## src/rtl/srrip_db_pkg.sv

```systemverilog
package srrip_db_pkg;

    // Cache geometry
    localparam int unsigned NUM_SETS = 2048;
    localparam int unsigned NUM_WAYS = 16;

    // Field widths
    localparam int unsigned SET_W   = 11;
    localparam int unsigned WAY_W   = 4;
    localparam int unsigned CFG_W   = 5;
    localparam int unsigned TALLY_W = 20;

    // Derived widths
    localparam int unsigned ADDR_W = (NUM_SETS > 1) ? $clog2(NUM_SETS) : 1;
    localparam int unsigned LANE_W = $clog2(NUM_WAYS);

    // Line state codes
    localparam logic [1:0] RRPV_DISTANT = 2'd3;
    localparam logic [1:0] RRPV_NEAR    = 2'd1;
    localparam logic [1:0] RRPV_HIT     = 2'd0;
    localparam logic [1:0] REUSE_INIT   = 2'd1;
    localparam logic [1:0] REUSE_MAX    = 2'd3;
    localparam logic [1:0] REUSE_NONE   = 2'd0;

    // Reset value of the decay interval register
    localparam logic [CFG_W-1:0] DECAY_LOG2_RST = 5'd12;

    // Action codes
    localparam logic ACT_QUERY  = 1'b0;
    localparam logic ACT_UPDATE = 1'b1;

    typedef logic [NUM_WAYS-1:0][1:0] lanes_t;

    // One memory row holds a whole set
    typedef struct packed {
        lanes_t rrpv;
        lanes_t reuse;
    } row_t;

    // Request from the sequencer to the set store
    typedef struct packed {
        logic              we;
        logic [ADDR_W-1:0] waddr;
        row_t              wdata;
        logic              re;
        logic [ADDR_W-1:0] raddr;
    } mem_req_t;

    typedef enum logic [2:0] {
        ST_CLEAR,
        ST_IDLE,
        ST_SCAN,
        ST_QDONE,
        ST_UPD,
        ST_DECAY,
        ST_DECAY_LAST
    } state_t;

    // Row value after reset
    function automatic row_t reset_row();
        row_t r;
        int   w;
        for (w = 0; w < NUM_WAYS; w++)
        begin
            r.rrpv[w]  = RRPV_DISTANT;
            r.reuse[w] = REUSE_INIT;
        end
        return r;
    endfunction

    // Every reuse counter of a row steps toward zero
    function automatic row_t decay_row(row_t x);
        row_t r;
        int   w;
        r = x;
        for (w = 0; w < NUM_WAYS; w++)
        begin
            if (x.reuse[w] != REUSE_NONE)
            begin
                r.reuse[w] = x.reuse[w] - 2'd1;
            end
        end
        return r;
    endfunction

endpackage

```

## src/rtl/srrip_db_scan.sv

```systemverilog
module srrip_db_scan (
    input  logic                            clk,
    input  logic                            rst_n,
    input  logic                            clear,
    input  logic                            step,
    input  logic [1:0]                      lane_val,
    input  logic [srrip_db_pkg::LANE_W-1:0] lane_idx,
    output logic [1:0]                      max_val,
    output logic [srrip_db_pkg::LANE_W-1:0] first_idx
);

    logic [1:0]                      max_reg;
    logic [1:0]                      max_next;
    logic [srrip_db_pkg::LANE_W-1:0] first_reg;
    logic [srrip_db_pkg::LANE_W-1:0] first_next;

    // Running maximum; a strict compare keeps the lowest way that holds it.
    always_comb
    begin
        max_next   = max_reg;
        first_next = first_reg;
        if (clear)
        begin
            max_next   = 2'd0;
            first_next = '0;
        end
        else if (step && (lane_val > max_reg))
        begin
            max_next   = lane_val;
            first_next = lane_idx;
        end
    end

    always_ff @(posedge clk or negedge rst_n)
    begin
        if (!rst_n)
        begin
            max_reg   <= 2'd0;
            first_reg <= '0;
        end
        else
        begin
            max_reg   <= max_next;
            first_reg <= first_next;
        end
    end

    assign max_val   = max_reg;
    assign first_idx = first_reg;

endmodule

```

## config.mk

```make
export PLATFORM = sky130hd
export DESIGN_NAME = srrip_db_scan
export DESIGN_NICKNAME = d
export VERILOG_FILES = /design/src/rtl/srrip_db_pkg.sv /design/src/rtl/srrip_db_scan.sv
export SDC_FILE = /design/constraint.sdc
export NUM_CORES = 1
export LEC_CHECK = 0
export BUFFER_PORTS_ARGS = -buffer_cell sky130_fd_sc_hd__buf_4
export CELL_PAD_IN_SITES_DETAIL_PLACEMENT = 2
export CELL_PAD_IN_SITES_GLOBAL_PLACEMENT = 2
export CORE_MARGIN = 2
export CORE_UTILIZATION = 22
export DETAILED_ROUTE_END_ITERATION = 12
export HOLD_SLACK_MARGIN = 0.15
export PLACE_DENSITY = 0.75
export RECOVER_POWER = 25
export SLEW_MARGIN = 20
export SYNTH_ARGS = -nofsm -noshare
export SYNTH_HDL_FRONTEND = slang
export SYNTH_SLANG_ARGS = --single-unit
```

## constraint.sdc

```tcl
create_clock -name clk -period 1.2 [get_ports clk]
set_input_delay 0.06 -clock clk [delete_from_list [all_inputs] [get_ports clk]]
set_output_delay 0.06 -clock clk [all_outputs]
set_load 0.01 [all_outputs]
```

==> qor.csv, run 1 <==
stage,metric,value,unit
setup_path,Setup CP Type,flip-flop to flip-flop,
global_routing,first-pass GRT wire length,1.676,mm
setup_path,FF-to-FF End,first_idx[1]$_DFFE_PN0P_,
sta,setup ws final,-0.1330,ns
cells_and_area,# fillers,164,
route,Detail Route Antenna Nets,0,
synth,Mapped Cells,33,
sta,ratio of final minimum period to clock period,1.111,
cells_and_area,Synth-to-Final Area Change,75.89,%
place,GPL Wtd Cong,0.6722,
sta,Slew @ Worst Pin,0.3215,ns
sta,RSZ-0062 raised after global routing,true,
synth,library cells used by synthesis,10,
power_and_ir_drop,peak supply drop,379.5,uV
route,TritonRoute pass-1 iters,3,
clock_tree,Root Driver,clkbuf_4,
sta,Min Hold Slack,0.1583,ns
floorplanning,Die Ht,44.05,um
place,PortBufs,15,
worst_hold_path,worst hold path type,input port to flip-flop,
place,Post-Place Worst Slack,-0.2809,ns
clock_tree,CTS HTree Levels,1,
sta,"Slew Viols, Final",0,
place,Area after DPL,485.5,sq um
global_routing,Overflow after GRT,0,
cells_and_area,ANT cells,0,
route,Starting DRT DRC Count,2,
route,Residual DRC,0,
floorplanning,Rows,14,
setup_path,reg2reg setup slack,-0.13,ns
synth,mapped cell area,352.8,sq um
sta,clk_skew,0.004445,ns
sta,Worst slew margin,0.7857,
floorplanning,die footprint,1940,sq um
floorplanning,Ports,16,
floorplanning,core area,1506,sq um
worst_hold_path,Hold Path Depth,3,
route,wire per inst,13.17,um
sta,Setup-failing EPs final,6,
global_routing,largest net degree at the start of global routing,13,
global_routing,vias in the first global route,364,
sta,Fmax,750.2,MHz
synth,net count after synthesis,45,
route,final WL,1.001,mm
floorplanning,initial core utilization,0.2342,
power_and_ir_drop,pwr/cell area,965.6,nW/um^2
cells_and_area,layout cell share with drive strength beyond 1,0.4167,
sta,"Hold Vio Cnt, Final",0,
clock_tree,CTS max path bufs,2,
worst_hold_path,WHS Endpoint,first_idx[2]$_DFFE_PN0P_,
clock_tree,CTS Sinks,6,
clock_tree,Clock transition at path regs,0.05,ns
synth,sequential area share after synthesis,0.4255,
floorplanning,Die Width,44.05,um
synth,Post-Syn Area per Cell,10.69,sq um
synth,number of synthesis warnings,0,
power_and_ir_drop,Leak,0.3036,nW
cells_and_area,Finished Cell Area,620.6,sq um
setup_path,Crit. End Element,flip-flop,
outcome,failing checks,negative setup slack,
setup_path,Worst Reg-to-Reg Cells,5,
setup_path,required time of the critical path,1.35,ns
synth,Yosys reg bits,6,
setup_path,startpoint types,flip-flop,
clock_tree,total clock buffers created by CTS,3,
cells_and_area,Nets,74,
clock_tree,Worst-Skew Late Latency,0.24,ns
flow_run,maxcap violations,0,
route,via count,332,
global_routing,Total GRT Usage,0.1209,
sta,min cycle time layout,1.333,ns
setup_path,"Max FO, Critical Path",6,
setup_path,reg2reg start,max_val[1]$_DFFE_PN0P_,
worst_hold_path,min-delay src,clear,
outcome,run status,"complete, but fails checks",
clock_tree,CTS tree,done,
route,Vias/cell,4.368,
setup_path,CP arrival,1.49,ns
global_routing,antenna violations before repair,0,
place,HPWL Detailed,630.4,um
sta,Setup TNS,-0.6522,ns
## cells in the final DEF (no fill, tap or decap)
| master | synthesis | routed |
|---|---|---|
| ha_1 | 2 | 1 |
| inv_2 | 0 | 1 |
| inv_1 | 2 | 1 |
| dlygate4sd3_1 | 0 | 7 |
| buf_4 | 0 | 17 |
| buf_6 | 1 | 1 |
| nand2_1 | 1 | 1 |
| nor2b_4 | 0 | 1 |
| dfrtp_1 | 6 | 6 |
| o211a_4 | 0 | 1 |
| ha_4 | 0 | 1 |
| nand2b_1 | 12 | 12 |
| clkbuf_1 | 1 | 1 |
| clkbuf_4 | 0 | 3 |
| mux2i_1 | 6 | 6 |
## Yosys cell counts
master,count,area [sq um]
nand2b_1,12,75.07
clkbuf_1,1,3.750
ha_1,2,25.02
nand2_1,1,3.750
inv_1,2,7.510
nor2b_1,1,6.260
mux2i_1,6,60.06
buf_6,1,11.26
dfrtp_1,6,150.1
o211a_1,1,10.01
## through the flow
stage          utilization  std cells  total power [mW]
6_report            0.4120         76            0.5993
5_1_grt             0.4120         76            0.6285
3_5_place_dp        0.3223         64            0.3715
4_1_cts             0.4070         75            0.5979
3_3_place_gp        0.3223         64            0.3666
2_1_floorplan            -         33            0.3059
## per-layer routing
| layer | global-route usage | vias to the layer above | part of all wire |
|---|---|---|---|
| li1 | - | 164 | - |
| met1 | 0.1385 | 158 | 0.41 |
| met2 | 0.2147 | 8 | 0.54 |
| met3 | 0.02449 | 2 | 0.041 |
| met4 | 0.05455 | 0 | 0.0060 |
| met5 | 0 | - | 0 |
## worst max path at each step
stage	end	startpoint	slack, ns
after floorplan	first_idx[0]$_DFFE_PN0P_	max_val[1]$_DFFE_PN0P_	-0.19
after global placement	first_idx[1]$_DFFE_PN0P_	max_val[1]$_DFFE_PN0P_	-0.22
after detailed placement	first_idx[1]$_DFFE_PN0P_	max_val[1]$_DFFE_PN0P_	-0.28
after CTS	first_idx[1]$_DFFE_PN0P_	max_val[1]$_DFFE_PN0P_	-0.14
after global routing	first_idx[1]$_DFFE_PN0P_	max_val[1]$_DFFE_PN0P_	-0.21
final	first_idx[1]$_DFFE_PN0P_	max_val[1]$_DFFE_PN0P_	-0.13
## critical path: stages (launching register included)
cell and delay (ns):
dfrtp_1 0.36, inv_2 0.06, ha_4 0.26, nor2b_4 0.13, o211a_4 0.22, mux2i_1 0.21
## power breakdown
part	switching, mW	internal, mW
Sequential	0.0108	0.219
Combinational	0.0709	0.114
Clock	0.0716	0.113
## logic make-up after synthesis
family                     Yosys count  synth area share
buffers and inverters                4           0.06383
and+or+nand+nor                     14            0.2411
DFF                                  6            0.4255
AOI/OAI and AO/OA                    1           0.02837
adders and majority gates            2           0.07091
muxes                                6            0.1702
## sequential cells by signal, summed over array words and instances (netlist names)
register / cells
first_idx: 4
max_val: 2
## final cells by class
type	count	area (sq um)	area share
timing repair buffer	26	212.7	0.3427
inverter	2	7.507	0.01210
sequential	6	150.1	0.2419
tap	16	20.02	0.03226
clock buffer	3	22.52	0.03629
multi-input combinational	23	207.7	0.3347
## repair_timing
| action | in CTS | in global routing |
|---|---|---|
| setup endpoints to repair | 6 | 6 |
| hold endpoints to repair | 12 | 0 |
| resized for setup | 6 | 1 |
| pin swaps | 2 | 1 |
| gates cloned | 0 | 0 |
| setup buffers | 1 | 1 |
| hold buffers | 7 | 0 |
Power figures use the tool's default switching activity.
==> inputs of run 2 (changes only) <==
Settings changed: CELL_PAD_IN_SITES_DETAIL_PLACEMENT 2 to 0, CELL_PAD_IN_SITES_GLOBAL_PLACEMENT 2 to 1, CORE_AREA from default to 2 2 39 41, CORE_MARGIN 2 to default, CORE_UTILIZATION 22 to default, DIE_AREA from default to 0 0 41 43, PLACE_DENSITY 0.75 to 0.73, RECOVER_POWER 25 to 50, REMOVE_ABC_BUFFERS from default to 1.
==> run 2 against run 1 <==
Against the previous run: the flow still finishes with violations (negative setup slack); worst setup slack improved by 0.048 ns; utilization rose by 3.6 points; first-iteration DRC count did not move; non-clock buffer count did not move; power fell by 1.1%; combinational power fell by 3%; fmax rose by 3.7%; critical endpoint is now max_val[0]$_DFFE_PN0P_; largest power group unchanged.
==> qor.csv, run 2 (synthesized netlist as in run 1, its figures left out) <==
stage,metric,value,unit,change
cells_and_area,Nets,74,,unchanged
cells_and_area,ANT cells,0,,unchanged
sta,ratio of final minimum period to clock period,1.071,,-0.04005
clock_tree,Root Driver,clkbuf_4,,
sta,RSZ-0062 raised after global routing,true,,
setup_path,Worst path max stage delay,0.35,ns,about the same
route,Residual DRC,0,,unchanged
sta,setup ws final,-0.08497,ns,+0.04806 ns
cells_and_area,Finished Cell Area,619.3,sq um,-0.20%
floorplanning,Die Width,41,um,-6.9%
clock_tree,Clock transition at path regs,0.05,ns,about the same
sta,"Hold Vio Cnt, Final",0,,unchanged
setup_path,worst setup path start,max_val[1]$_DFFE_PN0P_,,
setup_path,CP arrival,1.45,ns,-0.04 ns
sta,Setup-failing EPs final,6,,unchanged
clock_tree,CTS max path bufs,2,,unchanged
cells_and_area,"most common cell after layout, fill and taps aside",buf_4,,
route,wire per inst,9.921,um,-25%
setup_path,startpoint types,flip-flop,,
cells_and_area,number of flip-flops under the largest register name,4,,unchanged
setup_path,CP Buf/Inv Count,1,,unchanged
sta,Worst slew margin,0.7722,,-0.01351
route,TritonRoute pass-1 iters,4,,+1
setup_path,"Max FO, Critical Path",6,,unchanged
outcome,run status,"complete, but fails checks",,
cells_and_area,layout cell share with drive strength beyond 1,0.4000,,-0.01667
clock_tree,Worst-Skew Late Latency,0.24,ns,about the same
sta,Fmax,778.2,MHz,+3.7%
setup_path,Worst Reg-to-Reg Cells,5,,unchanged
global_routing,Overflow after GRT,0,,unchanged
place,GPL Wtd Cong,0.5854,,-13%
flow_run,maxcap violations,0,,unchanged
power_and_ir_drop,Leak,0.3016,nW,-0.64%
sta,clk_skew,0.0006934,ns,-0.003752 ns
floorplanning,core area,1384,sq um,-8.1%
floorplanning,initial core utilization,0.2550,,+0.02075
outcome,failing checks,negative setup slack,,
global_routing,met3 Use GR,0.04712,,+0.02263
global_routing,Total GRT Usage,0.1140,,-0.006825
global_routing,antenna violations before repair,0,,unchanged
route,Vias/cell,4.132,,-5.4%
global_routing,GR met2 Demand/Resource,0.1531,,-0.06158
sta,"Slew Viols, Final",0,,unchanged
setup_path,reg2reg setup slack,-0.08,ns,+0.05 ns
clock_tree,total clock buffers created by CTS,3,,unchanged
global_routing,first-pass GRT wire length,1.290,mm,-23%
clock_tree,CTS tree,done,,
cells_and_area,# fillers,140,,-15%
global_routing,largest net degree at the start of global routing,13,,unchanged
floorplanning,Die Ht,43,um,-2.4%
sta,min cycle time layout,1.285,ns,-0.04806 ns
setup_path,reg2reg start,max_val[1]$_DFFE_PN0P_,,
global_routing,grt peak-use layer,met2,,
power_and_ir_drop,peak supply drop,375.2,uV,-1.1%
floorplanning,Rows,14,,unchanged
place,HPWL Detailed,535.3,um,-15%
route,final WL,754,um,-25%
setup_path,"delay-heaviest family, CP",flip-flops,,
global_routing,vias in the first global route,303,,-17%
floorplanning,die footprint,1763,sq um,-9.1%
setup_path,Crit. End Element,flip-flop,,
global_routing,met1 Resource Use GR,0.1503,,+0.01187
place,PortBufs,15,,unchanged
floorplanning,Ports,16,,unchanged
power_and_ir_drop,pwr/cell area,956.9,nW/um^2,-0.91%
setup_path,crit path cell chain,"inv_2, ha_4, nor2b_4, o211a_4, mux2i_1",,
place,Area after DPL,485.5,sq um,unchanged
cells_and_area,most frequent cells in the layout,"17 x buf_4, 12 x nand2b_1, 8 x dlygate4sd3_1, 6 x mux2i_1, 6 x dfrtp_1",,
setup_path,Setup CP Type,flip-flop to flip-flop,,
route,Starting DRT DRC Count,2,,unchanged
cells_and_area,Layout Utilization,0.4476,,+0.03560
sta,Slew @ Worst Pin,0.3417,ns,+0.02027 ns
clock_tree,CTS Sinks,6,,unchanged
route,Detail Route Antenna Nets,0,,unchanged
setup_path,FF-to-FF End,max_val[0]$_DFFE_PN0P_,,
route,via count,314,,-5.4%
setup_path,slowest CP cell,dfrtp_1,,
cells_and_area,Synth-to-Final Area Change,75.53,%,
clock_tree,CTS HTree Levels,1,,unchanged
setup_path,required time of the critical path,1.36,ns,about the same
worst_hold_path,worst hold path type,input port to async pin,,
==> run 2: cell types whose count changed in the layout (fill, tap and decap cells not counted) <==
cell	previous run	this run
buf_6	1	0
dlygate4sd3_1	7	8
==> run 2: layout make-up <==
class	count	area (sq um)	area share
flip-flops and latches	6	150.1	0.2424
inverters	2	7.507	0.01212
multi-input cells	23	207.7	0.3354
clock buffers	3	22.52	0.03636
well taps	16	20.02	0.03232
repair buffers	26	211.5	0.3414
==> run 2: through the flow <==
| stage | cells | worst slack (ns) | power (mW) | hold slack (ns) | setup TNS [ns] |
|---|---|---|---|---|---|
| after floorplan | 31 | -0.2043 | 0.2946 | -0.2356 | -1.226 |
| after global placement | 64 | -0.1870 | 0.3654 | -0.1264 | -1.071 |
| after detailed placement | 64 | -0.2347 | 0.3687 | -0.1259 | -1.380 |
| after CTS | 75 | -0.1017 | 0.6055 | 0.1565 | -0.5704 |
| after global routing | 76 | -0.1971 | 0.6488 | 0.2368 | -1.054 |
| final | 76 | -0.08497 | 0.5926 | 0.2360 | -0.4915 |
==> run 2: what timing repair did <==
| action | 4_1_cts | 5_1_grt |
|---|---|---|
| setup endpoints to repair | 6 | 6 |
| gates cloned | 0 | 0 |
| resized for setup | 6 | 0 |
| hold buffers | 8 | 0 |
| pin swaps | 1 | 2 |
| hold endpoints to repair | 12 | 0 |
| buffers inserted | 0 | 1 |
==> run 2: how the worst max path moves through the flow <==
stage          slack (ns)                       end  cells after the start
4_1_cts             -0.10    max_val[0]$_DFFE_PN0P_                      5
5_1_grt             -0.20  first_idx[3]$_DFFE_PN0P_                      5
6_report            -0.08    max_val[0]$_DFFE_PN0P_                      5
3_5_place_dp        -0.23    max_val[0]$_DFFE_PN0P_                      5
2_1_floorplan       -0.20  first_idx[0]$_DFFE_PN0P_                      5
3_3_place_gp        -0.19  first_idx[0]$_DFFE_PN0P_                      5
==> run 2: worst reg2reg max path, stage by stage (launching register included) <==
cell	delay [ns]
dfrtp_1	0.35
inv_2	0.05
ha_4	0.26
nor2b_4	0.14
o211a_4	0.23
mux2i_1	0.19
==> run 2: report_power, final <==
group          internal [mW]  total, mW  switching [mW]
Combinational          0.112      0.179          0.0672
Sequential             0.219      0.228         0.00886
Clock                  0.113      0.186          0.0727
Total                  0.444      0.593           0.149
==> run 2: routing by layer <==
metal  routed length, um  share of wire
met1                 323           0.43
met2                 374           0.50
met3                  57          0.076
met4                   0              0
met5                   0              0
